--- src/design/cgpd_pkg.sv ---
// Shared types and constants for the character generator port decoder.
// No dependencies; used by cgpd_decode and char_generator_port_decoder.
`timescale 1ns / 1ps

package cgpd_pkg;

   // bus access operation codes
   typedef enum logic [2:0] {
      OP_CODE_HIGH = 3'd0,
      OP_CODE_LOW  = 3'd1,
      OP_LINE      = 3'd2,
      OP_PAT_WRITE = 3'd3,
      OP_PAT_READ  = 3'd4
   } opcode_type;

   // font memory request codes
   typedef enum logic [1:0] {
      ACC_NONE  = 2'd0,
      ACC_READ  = 2'd1,
      ACC_WRITE = 2'd2
   } access_type;

   // configuration register indexes
   localparam logic CSR_CHIP_LEVEL = 1'b0;
   localparam logic CSR_MODE_BIT   = 1'b1;

   // address map constants
   localparam logic [19:0] NO_WINDOW    = 20'h7fff0;
   localparam logic [19:0] ANK_BASE     = 20'h80000;
   localparam logic [19:0] MODE_OFFSET  = 20'h02000;
   localparam logic [19:0] HALF_OFFSET  = 20'h00800;
   localparam logic [1:0]  WINDOW_LEVEL = 2'd2;
   localparam logic [5:0]  USER_CODE    = 6'h2b;   // code bits 6..1 of 0x56/0x57
   localparam logic [6:0]  USER_LO      = 7'h56;
   localparam logic [6:0]  USER_HI      = 7'h58;
   localparam logic [6:0]  SEMI_LO      = 7'h0c;
   localparam logic [6:0]  SEMI_HI      = 7'h10;
   localparam logic [6:0]  GAP_LO       = 7'h08;
   localparam logic [6:0]  RSV_HI       = 7'h60;

   // kept state of the port
   typedef struct packed {
      logic [15:0] char_code;
      logic [3:0]  line_index;
      logic        right_half;
      logic        written_mark;
   } port_state_type;

   // one result word
   typedef struct packed {
      logic [1:0]  font_access;
      logic [19:0] font_addr;
      logic [7:0]  font_wdata;
      logic [18:0] window_low;
      logic [19:0] window_high;
      logic        window_writable;
      logic        pattern_written;
   } result_type;

endpackage

--- src/design/cgpd_decode.sv ---
// Combinational next state and result word for one bus access.
// Depends on cgpd_pkg.
`timescale 1ns / 1ps

module cgpd_decode import cgpd_pkg::*; (
   input  port_state_type state,
   input  logic [1:0]     chip_level,
   input  logic           mode_bit,
   input  logic [2:0]     opcode,
   input  logic [7:0]     data_byte,
   output port_state_type next_state,
   output result_type     result
);

   logic [15:0] code;
   logic [19:0] kanji_base;
   logic [19:0] half_add;
   logic [19:0] kanji_addr;
   logic [19:0] ank_addr;
   logic [6:0]  cls;
   logic [19:0] win_low;
   logic [19:0] win_high;
   logic        writable;
   logic [1:0]  font_access;
   logic [19:0] font_addr;
   logic [7:0]  font_wdata;

   // state update and font request
   always_comb begin
      next_state  = state;
      font_access = ACC_NONE;
      font_addr   = '0;
      font_wdata  = '0;
      case (opcode)
         OP_CODE_HIGH: next_state.char_code = {data_byte, state.char_code[7:0]};
         OP_CODE_LOW:  next_state.char_code = {state.char_code[15:8], data_byte};
         OP_LINE: begin
            next_state.line_index = data_byte[3:0];
            next_state.right_half = ~data_byte[5];
         end
         OP_PAT_WRITE: begin
            if (state.char_code[6:1] == USER_CODE) begin
               font_access             = ACC_WRITE;
               font_addr               = kanji_addr;
               font_wdata              = data_byte;
               next_state.written_mark = 1'b1;
            end
         end
         OP_PAT_READ: begin
            font_access = ACC_READ;
            font_addr   = (state.char_code[15:8] != 8'h00) ? kanji_addr : ank_addr;
         end
         default: ;
      endcase
   end

   // addresses from the current code and line (ops that use them leave both alone)
   assign kanji_base = {1'b0, state.char_code[14:8], 1'b0, state.char_code[6:0], 4'b0000};
   assign half_add   = state.right_half ? HALF_OFFSET : 20'h0;
   assign kanji_addr = kanji_base + half_add + {16'h0, state.line_index};
   assign ank_addr   = ANK_BASE + {8'h0, state.char_code[7:0], 4'b0000}
                       + {16'h0, state.line_index};

   // window decode from the updated state
   assign code = next_state.char_code;
   assign cls  = code[6:0];

   always_comb begin
      win_low  = NO_WINDOW;
      win_high = NO_WINDOW;
      writable = 1'b0;
      if (chip_level >= WINDOW_LEVEL) begin
         if (code[15:8] == 8'h00) begin
            // half-width codes
            win_high = ANK_BASE + {8'h0, code[7:0], 4'b0000}
                       + (mode_bit ? 20'h0 : MODE_OFFSET);
         end else begin
            win_high = {1'b0, code[14:8], 1'b0, code[6:0], 4'b0000};
            if (cls >= USER_LO && cls < USER_HI) begin
               writable = 1'b1;
               win_high = win_high + (next_state.right_half ? HALF_OFFSET : 20'h0);
            end else if ((cls >= SEMI_LO && cls < SEMI_HI) ||
                         (cls >= USER_HI && cls < RSV_HI)) begin
               win_high = win_high + (next_state.right_half ? HALF_OFFSET : 20'h0);
            end else if (cls < GAP_LO || cls >= SEMI_HI) begin
               // full-width: both halves
               win_low  = win_high;
               win_high = win_high + HALF_OFFSET;
            end
         end
      end
   end

   // result word in field order
   assign result = {font_access, font_addr, font_wdata, win_low[18:0], win_high,
                    writable, next_state.written_mark};

endmodule

--- src/design/char_generator_port_decoder.sv ---
// Top level of the character generator port decoder: state, config and output buffering.
// Depends on cgpd_pkg and cgpd_decode.
`timescale 1ns / 1ps
//
//  channel | ports                                   | direction
//  --------+-----------------------------------------+----------
//  req     | req_valid, req_stall, req_opcode, ...   | in
//  rsp     | rsp_valid, rsp_stall, rsp_font_*, ...   | out
//  csr     | csr_write_enable, csr_index, csr_write_data | in
//
//  One word per cycle while req_stall is low; each taken request's result is registered.
//  Decode is a single combinational pass between the port state and the output register.
//  A skid register behind the output register takes one word while rsp is stalled;
//  req_stall rises only when that skid register is full.
//  Synchronous reset clears code, line, half select, marks, config and valid flags.

module char_generator_port_decoder import cgpd_pkg::*; (
   input  logic        clock,
   input  logic        reset,
   input  logic        req_valid,
   output logic        req_stall,
   input  logic [2:0]  req_opcode,
   input  logic [7:0]  req_data_byte,
   output logic        rsp_valid,
   input  logic        rsp_stall,
   output logic [1:0]  rsp_font_access,
   output logic [19:0] rsp_font_addr,
   output logic [7:0]  rsp_font_wdata,
   output logic [18:0] rsp_window_low,
   output logic [19:0] rsp_window_high,
   output logic        rsp_window_writable,
   output logic        rsp_pattern_written,
   input  logic        csr_write_enable,
   input  logic        csr_index,
   input  logic [1:0]  csr_write_data
);

   port_state_type state_ff, state_in;
   logic [1:0]     chip_level_ff;
   logic           mode_bit_ff;
   result_type     result;
   result_type     out_ff;
   result_type     skid_ff;
   logic           out_valid_ff;
   logic           skid_valid_ff;
   logic           req_take;
   logic           rsp_take;

   cgpd_decode u_decode (
      .state      (state_ff),
      .chip_level (chip_level_ff),
      .mode_bit   (mode_bit_ff),
      .opcode     (req_opcode),
      .data_byte  (req_data_byte),
      .next_state (state_in),
      .result     (result)
   );

   assign req_stall = skid_valid_ff;
   assign req_take  = req_valid && !skid_valid_ff;
   assign rsp_take  = out_valid_ff && !rsp_stall;

   // configuration registers
   always_ff @(posedge clock) begin
      if (reset) begin
         chip_level_ff <= '0;
         mode_bit_ff   <= 1'b0;
      end else if (csr_write_enable) begin
         case (csr_index)
            CSR_CHIP_LEVEL: chip_level_ff <= csr_write_data;
            CSR_MODE_BIT:   mode_bit_ff   <= csr_write_data[0];
            default: ;
         endcase
      end
   end

   // port state
   always_ff @(posedge clock) begin
      if (reset) begin
         state_ff <= '0;
      end else if (req_take) begin
         state_ff <= state_in;
      end
   end

   // output register and skid valid flags
   always_ff @(posedge clock) begin
      if (reset) begin
         out_valid_ff  <= 1'b0;
         skid_valid_ff <= 1'b0;
      end else if (skid_valid_ff) begin
         if (rsp_take) begin
            skid_valid_ff <= 1'b0;
         end
      end else if (req_take) begin
         if (out_valid_ff && !rsp_take) begin
            skid_valid_ff <= 1'b1;
         end else begin
            out_valid_ff <= 1'b1;
         end
      end else if (rsp_take) begin
         out_valid_ff <= 1'b0;
      end
   end

   // output and skid payload
   always_ff @(posedge clock) begin
      if (skid_valid_ff) begin
         if (rsp_take) begin
            out_ff <= skid_ff;
         end
      end else if (req_take) begin
         if (out_valid_ff && !rsp_take) begin
            skid_ff <= result;
         end else begin
            out_ff <= result;
         end
      end
   end

   assign rsp_valid           = out_valid_ff;
   assign rsp_font_access     = out_ff.font_access;
   assign rsp_font_addr       = out_ff.font_addr;
   assign rsp_font_wdata      = out_ff.font_wdata;
   assign rsp_window_low      = out_ff.window_low;
   assign rsp_window_high     = out_ff.window_high;
   assign rsp_window_writable = out_ff.window_writable;
   assign rsp_pattern_written = out_ff.pattern_written;

endmodule

--- config.mk ---
export PLATFORM = sky130hd
export DESIGN_NAME = char_generator_port_decoder
export DESIGN_NICKNAME = d
export VERILOG_FILES = /design/src/design/cgpd_pkg.sv /design/src/design/cgpd_decode.sv /design/src/design/char_generator_port_decoder.sv
export SDC_FILE = /design/constraint.sdc
export NUM_CORES = 1
export LEC_CHECK = 0
export BUFFER_PORTS_ARGS = -buffer_cell sky130_fd_sc_hd__buf_2
export CAP_MARGIN = 20
export CORE_ASPECT_RATIO = 1.75
export CORE_MARGIN = 4
export CORE_UTILIZATION = 35
export CTS_CLUSTER_SIZE = 30
export DETAILED_ROUTE_END_ITERATION = 8
export PLACE_DENSITY = 0.51
export SLEW_MARGIN = 10
export SYNTH_ARGS = -nofsm -noshare
export SYNTH_HDL_FRONTEND = slang
export SYNTH_SLANG_ARGS = --single-unit
--- constraint.sdc ---
create_clock -name clock -period 10.65 [get_ports clock]
set_input_delay 1.065 -clock clock [delete_from_list [all_inputs] [get_ports clock]]
set_output_delay 1.065 -clock clock [all_outputs]
set_load 0.03 [all_outputs]
==> run_summary.xml, run 1 <==
<?xml version="1.0" encoding="UTF-8"?>
<metrics>
  <group name="clock_tree">
    <metric name="cts_clk_pin_slew_worst_paths" unit="ns">0.06</metric>
    <metric name="cts_buffers" unit="">17</metric>
    <metric name="clock_tree.root_cell" unit="">clkbuf_16</metric>
    <metric name="cts_setup_buffers" unit="">0</metric>
    <metric name="cts.repair.resized" unit="">0</metric>
    <metric name="ctsLongestPathBuffers" unit="">2</metric>
    <metric name="clkSinkCount" unit="">152</metric>
    <metric name="cts_hold_buffers" unit="">0</metric>
    <metric name="cts_tree" unit="">done</metric>
    <metric name="htreeDepth" unit="">4</metric>
    <metric name="clock_insertion_delay_worst_skew" unit="ns">0.41</metric>
  </group>
  <group name="routing">
    <metric name="vias_per_cell" unit="">5.01</metric>
    <metric name="drt-total-wl" unit="µm">15100</metric>
    <metric name="detailedRoute.firstIterationViolations" unit="">188</metric>
    <metric name="drt.antenna.violating_nets" unit="">0</metric>
    <metric name="wire_per_inst" unit="µm">19.3</metric>
    <metric name="via_count" unit="">3915</metric>
    <metric name="drt_pass1_iterations" unit="">4</metric>
    <metric name="drc_violations_left" unit="">0</metric>
  </group>
  <group name="setup_path">
    <metric name="setup.worst_path.start_class" unit="">primary input</metric>
    <metric name="crit_fanout" unit="">16</metric>
    <metric name="cp.required" unit="ns">10.77</metric>
    <metric name="timing.setup.critical_path_class" unit="">primary input to flop</metric>
    <metric name="critical_path_top_delay_cell" unit="">nor3_2</metric>
    <metric name="worstPathCellList" unit="">buf_2 &gt; nor3b_4 &gt; mux2i_1 &gt; o211a_1 &gt; nor3_2 &gt; a2bb2oi_1</metric>
    <metric name="timing.critical_path.slowest_cell_delay" unit="ns">0.75</metric>
    <metric name="critPathArrivalTime" unit="ns">3.52</metric>
    <metric name="category_of_the_worst_setup_path_capture_point" unit="">flop</metric>
  </group>
  <group name="timing">
    <metric name="tns" unit="ns">0</metric>
    <metric name="timing.clock.skew" unit="ns">0.0101</metric>
    <metric name="finalWorstSetupSlack" unit="ns">7.26</metric>
    <metric name="timing.final.hold_violations" unit="">0</metric>
    <metric name="rsz0062_at_grt" unit="">false</metric>
    <metric name="relSlewSlack" unit="%">27.5</metric>
    <metric name="report.final.slew_viol_count" unit="">0</metric>
    <metric name="setup_viol" unit="">0</metric>
    <metric name="tightest_slew" unit="ns">1.08</metric>
    <metric name="layout_worst_path_cycle_share" unit="%">31.9</metric>
    <metric name="finalWorstPathRequiredPeriod" unit="ns">3.39</metric>
    <metric name="fmaxAchievable" unit="GHz">0.295</metric>
    <metric name="hold-worst-slack" unit="ns">0.469</metric>
  </group>
  <group name="pwr">
    <metric name="irDropWorstVdd" unit="mV">0.102</metric>
    <metric name="p_seq_share" unit="%">48.7</metric>
    <metric name="power_density" unit="nW/µm²">188</metric>
    <metric name="clockPowerShare" unit="%">40.9</metric>
    <metric name="p_sw" unit="µW">356</metric>
    <metric name="total_leakage_power" unit="nW">2.70</metric>
    <metric name="switching_share" unit="%">25.1</metric>
    <metric name="cell_internal_pwr" unit="mW">1.06</metric>
    <metric name="post-layout-total-power" unit="mW">1.42</metric>
    <metric name="combinational_share_of_power" unit="%">10.5</metric>
  </group>
  <group name="placement">
    <metric name="buffer_ports.inserted" unit="">83</metric>
    <metric name="placement.setup.worst_slack" unit="ns">6.85</metric>
    <metric name="gp_congestion" unit="">0.822</metric>
    <metric name="total_placed_instance_area" unit="µm²">6970</metric>
    <metric name="detailedPlacementHpwl" unit="µm">10100</metric>
  </group>
  <group name="yosys">
    <metric name="synth.ff_latch_count" unit="">152</metric>
    <metric name="synth_warnings" unit="">0</metric>
    <metric name="average_footprint_of_a_synthesized_cell" unit="µm²">13.9</metric>
    <metric name="postSynth.asyncResetShare" unit="%">0</metric>
    <metric name="synth_enable_flop_cells" unit="">126</metric>
    <metric name="yosys-top-cells-area" unit="">edfxtp_1 60%, dfxtp_1 8.2%, mux2_2 6.4%, a2bb2oi_1 3.3%, mux2i_1 3.2%</metric>
    <metric name="post_synth_top_area_cell" unit="">edfxtp_1</metric>
    <metric name="synth_top_flop_cell" unit="">edfxtp_1</metric>
    <metric name="mappedNetlistArea" unit="µm²">6350</metric>
    <metric name="seq_area_frac_synth" unit="%">67.8</metric>
    <metric name="syn-instance-count" unit="">456</metric>
    <metric name="synth.distinct_cells" unit="">48</metric>
    <metric name="synth_top_area_share" unit="%">59.6</metric>
  </group>
  <group name="floorplan">
    <metric name="die_height" unit="µm">186</metric>
    <metric name="fp.dieArea" unit="µm²">20400</metric>
    <metric name="core_region_area" unit="µm²">17700</metric>
    <metric name="start_util" unit="%">35.9</metric>
    <metric name="placementRows" unit="">64</metric>
    <metric name="io_pins" unit="">92</metric>
    <metric name="die_width" unit="µm">110</metric>
  </group>
  <group name="layout">
    <metric name="area_grow_syn2layout" unit="%">19.0</metric>
    <metric name="final_cell_mix" unit="">126 x edfxtp_1, 83 x buf_2, 42 x nand2_1</metric>
    <metric name="n_antenna_cell" unit="">0</metric>
    <metric name="layout.nets" unit="">557</metric>
    <metric name="drive_above_1_share" unit="%">30.3</metric>
    <metric name="postLayoutCellArea" unit="µm²">7560</metric>
    <metric name="most_frequent_standard_cell_in_the_layout_excluding_fill_and_tap_cells" unit="">edfxtp_1</metric>
  </group>
  <group name="grt">
    <metric name="grt_pass1_vias" unit="">4006</metric>
    <metric name="grt_use_total" unit="%">15.2</metric>
    <metric name="grt_max_degree" unit="">64</metric>
    <metric name="global_route_wire_length_before_repair" unit="µm">23100</metric>
    <metric name="antenna_violations_before_repair" unit="">0</metric>
    <metric name="global_route.overflow_total" unit="">0</metric>
  </group>
  <group name="worst_hold_path">
    <metric name="worstHoldPathType" unit="">flop to flop</metric>
  </group>
  <group name="status">
    <metric name="outcome" unit="">completed</metric>
  </group>
  <group name="job">
    <metric name="maxCapViolations" unit="">0</metric>
  </group>
</metrics>
==> power groups by stage <==
stage	clock (mW)	sequential, mW	combinational, mW
floorplan	0	0.735	0.0708
global placement	0	0.703	0.147
detailed placement	0	0.703	0.149
CTS	0.594	0.691	0.150
global route	0.618	0.693	0.161
finish	0.580	0.690	0.149
==> state kept, by name (all words and copies together), names as in the netlist, 2 cells and up <==
name / count
rsp_window_high: 16
rsp_font_addr: 20
state_ff: 22
rsp_window_low: 15
rsp_font_wdata: 8
rsp_font_access: 2
skid_ff: 63
==> per-layer routing <==
layer,routed length (µm),global-route usage (%)
met1,6040,17.4
met2,8380,27.9
met3,468,3.04
met4,229,5.19
met5,0,0
==> path summary, 6_finish.rpt <==
kind / depth (start not counted) / start / endpoint / slack, ns
max reg2reg: 4 / req_stall / skid_ff[1] / 8.33
min: 2 / mode_bit_ff / mode_bit_ff / 0.47
max: 6 / req_opcode[0] / rsp_window_low[18] / 7.26
min reg2reg: 2 / mode_bit_ff / mode_bit_ff / 0.47
==> critical path: cells and delay by family <==
family	cells	cell delay [ns]
AO/OA/AOI/OAI	2	0.44
multiplexers	1	0.37
buffers and inverters	1	0.17
AND/OR/NAND/NOR	2	1.47
==> per-stage QoR <==
step	utilization, %	cells
floorplan	-	463
global placement	39.4	748
detailed placement	39.4	749
CTS	42.6	781
global route	42.7	782
finish	42.7	782
==> cell families after synthesis <==
logic type	share of synthesized area [%]
mux	9.54
simple gates	11.0
buf+inv	3.17
flops	67.8
other cells	0.0591
compound gates	8.40
==> Yosys cell counts, drive strengths merged, types with 12 or more instances <==
master / n
a211oi: 14
a21oi: 12
a2bb2oi: 24
and2: 26
buf: 14
clkbuf: 21
dfxtp: 26
edfxtp: 126
mux2: 36
mux2i: 20
nand2: 42
nor2: 32
==> cell type report <==
cell class	instances	area, µm²
Clock buffer	19	433
Tap cell	231	289
Multi-Input combinational cell	270	1890
Fill cell	1622	10100
Timing Repair Buffer	91	488
Clock inverter	13	131
Sequential cell	152	4300
Inverter	6	22.5
Power figures use the tool's default switching activity.
==> inputs of run 2 (changes only) <==
- ABC_AREA: not set -> 1
- clock period: 10.65 -> 3.24 ns (I/O delays scaled with it)
==> run_summary.xml, run 2 <==
<?xml version="1.0" encoding="UTF-8"?>
<metrics>
  <group name="status">
    <metric name="outcome" unit="">completed</metric>
  </group>
  <group name="floorplan">
    <metric name="die_height" unit="µm">188</metric>
    <metric name="fp.dieArea" unit="µm²">20800</metric>
    <metric name="core_region_area" unit="µm²">18100</metric>
    <metric name="start_util" unit="%">35.8</metric>
    <metric name="io_pins" unit="">92</metric>
    <metric name="placementRows" unit="">65</metric>
    <metric name="die_width" unit="µm">111</metric>
  </group>
  <group name="clock_tree">
    <metric name="cts_hold_buffers" unit="">0</metric>
    <metric name="cts_buffers" unit="">17</metric>
    <metric name="htreeDepth" unit="">4</metric>
    <metric name="cts_tree" unit="">done</metric>
    <metric name="cts_setup_buffers" unit="">0</metric>
    <metric name="clock_insertion_delay_worst_skew" unit="ns">0.42</metric>
    <metric name="clock_tree.root_cell" unit="">clkbuf_16</metric>
    <metric name="cts_clk_pin_slew_worst_paths" unit="ns">0.06</metric>
    <metric name="cts.repair.resized" unit="">0</metric>
    <metric name="clkSinkCount" unit="">152</metric>
    <metric name="ctsLongestPathBuffers" unit="">2</metric>
  </group>
  <group name="setup_path">
    <metric name="timing.setup.critical_path_class" unit="">flop to flop</metric>
    <metric name="crit_fanout" unit="">66</metric>
    <metric name="launching_point_of_the_worst_reg2reg_path" unit="">req_stall</metric>
    <metric name="cp_launch_point" unit="">req_stall</metric>
    <metric name="crit-reg2reg-capture" unit="">rsp_font_addr[11]</metric>
    <metric name="setup.worst_path.start_class" unit="">flop</metric>
    <metric name="cp.required" unit="ns">3.33</metric>
    <metric name="critPathArrivalTime" unit="ns">2.26</metric>
    <metric name="worst_setup_path_endpoint" unit="">rsp_font_addr[11]</metric>
    <metric name="rr_worst_depth" unit="">4</metric>
    <metric name="ff2ff_setup_slack" unit="ns">1.06</metric>
    <metric name="category_of_the_worst_setup_path_capture_point" unit="">flop</metric>
  </group>
  <group name="routing">
    <metric name="detailedRoute.firstIterationViolations" unit="">220</metric>
    <metric name="vias_per_cell" unit="">4.53</metric>
    <metric name="drt_pass1_iterations" unit="">7</metric>
    <metric name="via_count" unit="">4382</metric>
    <metric name="drc_violations_left" unit="">0</metric>
    <metric name="drt.antenna.violating_nets" unit="">0</metric>
    <metric name="drt-total-wl" unit="µm">15000</metric>
    <metric name="wire_per_inst" unit="µm">15.5</metric>
  </group>
  <group name="timing">
    <metric name="hold-worst-slack" unit="ns">0.200</metric>
    <metric name="setup_viol" unit="">0</metric>
    <metric name="timing.clock.skew" unit="ns">0.0111</metric>
    <metric name="tightest_slew" unit="ns">0.663</metric>
    <metric name="tns" unit="ns">0</metric>
    <metric name="report.final.slew_viol_count" unit="">0</metric>
    <metric name="timing.final.hold_violations" unit="">0</metric>
    <metric name="fmaxAchievable" unit="GHz">0.460</metric>
    <metric name="layout_worst_path_cycle_share" unit="%">67.1</metric>
    <metric name="finalWorstSetupSlack" unit="ns">1.06</metric>
    <metric name="rsz0062_at_grt" unit="">false</metric>
    <metric name="relSlewSlack" unit="%">55.8</metric>
    <metric name="finalWorstPathRequiredPeriod" unit="ns">2.18</metric>
  </group>
  <group name="pwr">
    <metric name="irDropWorstVdd" unit="mV">0.285</metric>
    <metric name="power_density" unit="nW/µm²">625</metric>
    <metric name="post-layout-total-power" unit="mW">4.81</metric>
    <metric name="total_leakage_power" unit="nW">3.18</metric>
  </group>
  <group name="layout">
    <metric name="layout.nets" unit="">741</metric>
    <metric name="n_antenna_cell" unit="">0</metric>
    <metric name="final_cell_mix" unit="">169 x nand2_1, 126 x edfxtp_1, 83 x buf_2</metric>
    <metric name="cell_count_final_fillers_out" unit="">968</metric>
    <metric name="finalCoreUtilization" unit="%">42.6</metric>
    <metric name="most_frequent_standard_cell_in_the_layout_excluding_fill_and_tap_cells" unit="">nand2_1</metric>
    <metric name="postLayoutCellArea" unit="µm²">7700</metric>
    <metric name="number_of_flip_flops_under_the_largest_register_name" unit="">63</metric>
    <metric name="drive_above_1_share" unit="%">21.3</metric>
    <metric name="area_grow_syn2layout" unit="%">19.2</metric>
    <metric name="top_register" unit="">skid_ff</metric>
  </group>
  <group name="yosys">
    <metric name="syn-instance-count" unit="">639</metric>
    <metric name="yosys-top-cells-count" unit="">169 x nand2_1, 126 x edfxtp_1, 83 x nor2_1</metric>
    <metric name="mappedNetlistArea" unit="µm²">6450</metric>
    <metric name="seq_area_frac_synth" unit="%">66.7</metric>
    <metric name="synth_top_area_share" unit="%">58.6</metric>
    <metric name="synth_warnings" unit="">0</metric>
    <metric name="average_footprint_of_a_synthesized_cell" unit="µm²">10.1</metric>
    <metric name="most_common_cell_in_the_synthesized_netlist" unit="">nand2_1</metric>
    <metric name="synth_top_flop_cell" unit="">edfxtp_1</metric>
    <metric name="synth_enable_flop_cells" unit="">126</metric>
    <metric name="yosys-top-cells-area" unit="">edfxtp_1 59%, nand2_1 9.8%, dfxtp_1 8.1%, nor2_1 4.8%, inv_1 4.0%</metric>
    <metric name="post_synth_top_area_cell" unit="">edfxtp_1</metric>
    <metric name="synth.distinct_cells" unit="">31</metric>
    <metric name="postSynth.asyncResetShare" unit="%">0</metric>
    <metric name="synth.ff_latch_count" unit="">152</metric>
  </group>
  <group name="placement">
    <metric name="total_placed_instance_area" unit="µm²">7090</metric>
    <metric name="buffer_ports.inserted" unit="">83</metric>
    <metric name="place.detailed.instances" unit="">937</metric>
    <metric name="gp_congestion" unit="">0.857</metric>
    <metric name="placement.setup.worst_slack" unit="ns">0.741</metric>
    <metric name="detailedPlacementHpwl" unit="µm">10800</metric>
  </group>
  <group name="worst_hold_path">
    <metric name="worstHoldPathType" unit="">primary input to flop</metric>
  </group>
  <group name="grt">
    <metric name="global_route_wire_length_before_repair" unit="µm">24400</metric>
    <metric name="grt_use_total" unit="%">15.0</metric>
    <metric name="grt_pass1_vias" unit="">4453</metric>
    <metric name="antenna_violations_before_repair" unit="">0</metric>
    <metric name="global_route.overflow_total" unit="">0</metric>
    <metric name="grt_max_degree" unit="">67</metric>
  </group>
  <group name="job">
    <metric name="maxCapViolations" unit="">0</metric>
  </group>
</metrics>
run 2: layout make-up:
cell class	count	area, µm²
multi-input cells	384	1720
clock inverters	13	180
inverters	77	289
repair buffers	90	480
flip-flops and latches	152	4310
fillers	1808	10400
clock buffers	18	429
well taps	234	293
run 2: worst min path at each step:
| stage | startpoint | endpoint | slack [ns] | cells past startpoint |
|---|---|---|---|---|
| 6_report | csr_write_data[0] | mode_bit_ff | 0.20 | 3 |
| 5_1_grt | req_data_byte[5] | state_ff[1] | 0.21 | 2 |
| 4_1_cts | csr_write_data[0] | mode_bit_ff | 0.20 | 3 |
| 3_5_place_dp | state_ff[0] | state_ff[0] | 0.45 | 2 |
| 3_3_place_gp | state_ff[0] | state_ff[0] | 0.45 | 2 |
| 2_1_floorplan | req_data_byte[5] | state_ff[1] | 0.42 | 1 |
run 2: per-layer routing:
layer | vias up | track usage, % | share of wire (%)
met5 | - | 0 | 0
met4 | 0 | 5.93 | 1.7
met3 | 10 | 2.58 | 3.1
met2 | 93 | 27.7 | 55
met1 | 2051 | 17.1 | 40
li1 | 2228 | - | -
run 2: power by group:
part / switching [mW] / leakage [nW] / internal (mW)
registers: 0.0318 / 1.35 / 2.22
logic: 0.382 / 1.53 / 0.121
clock network: 0.774 / 0.292 / 1.28
run 2: cell families (layout without fill, tap and decap cells):
kind of cell	Yosys count	after routing	synth area share, %
flip-flops	152	152	66.7
AO/OA/AOI/OAI	71	71	5.97
AND/OR/NAND/NOR	305	305	19.9
buffers and inverters	110	198	7.37
other	1	8	0.0581
run 2: worst max-delay path, cell delays in order, from the launching register on:
cell	delay [ns]
dfxtp_2	0.33
buf_4	0.52
a21oi_1	0.24
a21oi_4	0.38
buf_12	0.34
==> inputs of run 3 (changes only) <==
- PLACE_DENSITY: 0.51 -> 0.53
- clock period: 3.24 -> 1.86 ns (I/O delays scaled with it)
==> run_summary.xml, run 3 (synthesis gave the netlist of run 2 again) <==
<?xml version="1.0" encoding="UTF-8"?>
<metrics>
  <group name="setup_path">
    <metric name="crit_fanout" unit="">5</metric>
    <metric name="launching_point_of_the_worst_reg2reg_path" unit="">state_ff[19]</metric>
    <metric name="category_of_the_worst_setup_path_capture_point" unit="">flop</metric>
    <metric name="timing.setup.critical_path_class" unit="">flop to flop</metric>
    <metric name="ff2ff_setup_slack" unit="ns">0.18</metric>
    <metric name="rr_worst_depth" unit="">10</metric>
    <metric name="crit-reg2reg-capture" unit="">rsp_window_high[13]</metric>
    <metric name="setup.worst_path.start_class" unit="">flop</metric>
    <metric name="critPathArrivalTime" unit="ns">1.96</metric>
    <metric name="cp.required" unit="ns">2.14</metric>
  </group>
  <group name="layout">
    <metric name="multi_input_area" unit="µm²">1750</metric>
    <metric name="drive_above_1_share" unit="%">25.0</metric>
    <metric name="number_of_flip_flops_under_the_largest_register_name" unit="">63</metric>
    <metric name="final.fill_count" unit="">1792</metric>
    <metric name="most_frequent_standard_cell_in_the_layout_excluding_fill_and_tap_cells" unit="">nand2_1</metric>
    <metric name="area_grow_syn2layout" unit="%">23.0</metric>
    <metric name="ff_latch_area" unit="µm²">4310</metric>
    <metric name="top_register" unit="">skid_ff</metric>
    <metric name="postLayoutCellArea" unit="µm²">7940</metric>
    <metric name="n_antenna_cell" unit="">0</metric>
    <metric name="layout.nets" unit="">771</metric>
    <metric name="final_cell_mix" unit="">168 x nand2_1, 126 x edfxtp_1, 83 x buf_2</metric>
  </group>
  <group name="job">
    <metric name="maxCapViolations" unit="">0</metric>
  </group>
  <group name="floorplan">
    <metric name="die_height" unit="µm">188</metric>
    <metric name="start_util" unit="%">35.8</metric>
    <metric name="die_width" unit="µm">111</metric>
    <metric name="core_region_area" unit="µm²">18100</metric>
    <metric name="io_pins" unit="">92</metric>
    <metric name="fp.dieArea" unit="µm²">20800</metric>
    <metric name="placementRows" unit="">65</metric>
  </group>
  <group name="clock_tree">
    <metric name="clock_insertion_delay_worst_skew" unit="ns">0.42</metric>
    <metric name="htreeDepth" unit="">4</metric>
    <metric name="cts_setup_buffers" unit="">0</metric>
    <metric name="clkSinkCount" unit="">152</metric>
    <metric name="cts_hold_buffers" unit="">0</metric>
    <metric name="clock_tree.root_cell" unit="">clkbuf_16</metric>
    <metric name="cts_tree" unit="">done</metric>
    <metric name="cts_buffers" unit="">17</metric>
    <metric name="cts_clk_pin_slew_worst_paths" unit="ns">0.06</metric>
    <metric name="ctsLongestPathBuffers" unit="">2</metric>
    <metric name="cts.repair.resized" unit="">0</metric>
  </group>
  <group name="placement">
    <metric name="buffer_ports.inserted" unit="">83</metric>
    <metric name="total_placed_instance_area" unit="µm²">7390</metric>
    <metric name="detailedPlacementHpwl" unit="µm">10900</metric>
    <metric name="gp_congestion" unit="">0.893</metric>
  </group>
  <group name="grt">
    <metric name="grt_max_degree" unit="">64</metric>
    <metric name="grt_use_total" unit="%">14.9</metric>
    <metric name="global_route_wire_length_before_repair" unit="µm">24300</metric>
    <metric name="global_route.overflow_total" unit="">0</metric>
    <metric name="grt_pass1_vias" unit="">4653</metric>
    <metric name="antenna_violations_before_repair" unit="">0</metric>
  </group>
  <group name="pwr">
    <metric name="cell_internal_pwr" unit="mW">5.98</metric>
    <metric name="clockPowerShare" unit="%">39.3</metric>
    <metric name="p_sw" unit="mW">2.09</metric>
    <metric name="power_density" unit="nW/µm²">1020</metric>
    <metric name="p_seq_share" unit="%">48.6</metric>
    <metric name="post-layout-total-power" unit="mW">8.08</metric>
    <metric name="switching_share" unit="%">25.9</metric>
    <metric name="total_leakage_power" unit="nW">3.30</metric>
    <metric name="irDropWorstVdd" unit="mV">0.508</metric>
    <metric name="combinational_share_of_power" unit="%">12.2</metric>
  </group>
  <group name="worst_hold_path">
    <metric name="holdCritStartpoint" unit="">csr_write_data[0]</metric>
    <metric name="worst_hold_path.num_cells" unit="">3</metric>
    <metric name="worstHoldPathType" unit="">primary input to flop</metric>
    <metric name="hold_end" unit="">mode_bit_ff</metric>
  </group>
  <group name="timing">
    <metric name="tightest_slew" unit="ns">0.558</metric>
    <metric name="setup_viol" unit="">0</metric>
    <metric name="timing.clock.skew" unit="ns">0.0112</metric>
    <metric name="report.final.slew_viol_count" unit="">0</metric>
    <metric name="timing.final.hold_violations" unit="">0</metric>
    <metric name="relSlewSlack" unit="%">62.8</metric>
    <metric name="finalWorstPathRequiredPeriod" unit="ns">1.68</metric>
    <metric name="hold-worst-slack" unit="ns">0.0587</metric>
    <metric name="rsz0062_at_grt" unit="">false</metric>
    <metric name="layout_worst_path_cycle_share" unit="%">90.3</metric>
    <metric name="fmaxAchievable" unit="GHz">0.595</metric>
  </group>
  <group name="routing">
    <metric name="drt_pass1_iterations" unit="">6</metric>
    <metric name="drt.antenna.violating_nets" unit="">0</metric>
    <metric name="detailedRoute.firstIterationViolations" unit="">200</metric>
    <metric name="drc_violations_left" unit="">0</metric>
    <metric name="via_count" unit="">4512</metric>
    <metric name="vias_per_cell" unit="">4.52</metric>
    <metric name="wire_per_inst" unit="µm">15.2</metric>
    <metric name="drt-total-wl" unit="µm">15200</metric>
  </group>
  <group name="status">
    <metric name="outcome" unit="">completed</metric>
  </group>
</metrics>
==> run 3: cell count changes in the layout (fill, tap and decap cells not counted), sizes merged <==
cell	delta
clkinv	+1
clkbuf	+1
clkinvlp	+2
buf	+30
bufinv	-3
==> run 3: cell type report <==
type / count / area share [%]
flip-flops and latches: 152 / 54.3
multi-input cells: 384 / 22.1
repair buffers: 120 / 9.36
clock buffers: 19 / 5.45
inverters: 77 / 3.70
well taps: 234 / 3.69
clock inverters: 13 / 1.37
==> run 3: worst max-delay path by stage <==
| stage | from | end | slack [ns] |
|---|---|---|---|
| 2_1_floorplan | req_stall | rsp_font_access[0] | -0.38 |
| 3_3_place_gp | req_opcode[2] | rsp_window_low[7] | -0.05 |
| 3_5_place_dp | req_opcode[2] | rsp_window_low[7] | -0.09 |
| 4_1_cts | state_ff[12] | rsp_font_wdata[2] | 0.11 |
| 5_1_grt | state_ff[12] | rsp_font_wdata[0] | 0.03 |
| 6_report | state_ff[19] | rsp_window_high[13] | 0.18 |
==> run 3: per-layer routing <==
metal | up-vias | GRT usage [%] | wire (µm)
met4 | 0 | 6.83 | 413
met1 | 2097 | 15.8 | 6010
met5 | - | 0 | 0
met2 | 95 | 28.3 | 8360
met3 | 21 | 2.52 | 412
li1 | 2299 | - | -
==> run 3: power by group through the flow <==
stage / Clock (mW) / Combinational (mW) / Sequential [mW]
2_1_floorplan: 0 / 0.463 / 4.18
3_3_place_gp: 0 / 0.992 / 3.99
3_5_place_dp: 0 / 0.998 / 3.99
4_1_cts: 3.25 / 1.00 / 3.92
5_1_grt: 3.39 / 1.08 / 3.94
6_report: 3.17 / 0.982 / 3.92
==> run 3: worst max-delay path: stages (launching register included) <==
cell,delay (ns)
dfxtp_1,0.32
inv_1,0.12
nand2_1,0.08
nand2_1,0.08
nand2_1,0.06
nor2_1,0.16
nand2_2,0.12
o21ai_0,0.32
buf_4,0.18
nand2_1,0.05
nand2_1,0.07
==> run 3: through the flow <==
step | cells | worst slack [ns] | utilization [%] | setup TNS, ns
4_1_cts | 999 | 0.113 | 43.9 | 0
3_5_place_dp | 967 | -0.0943 | 40.9 | -0.404
5_1_grt | 999 | 0.0318 | 44.0 | 0
2_1_floorplan | 646 | -0.380 | - | -27.18
6_report | 999 | 0.180 | 44.0 | 0
3_3_place_gp | 967 | -0.0542 | 40.9 | -0.0856
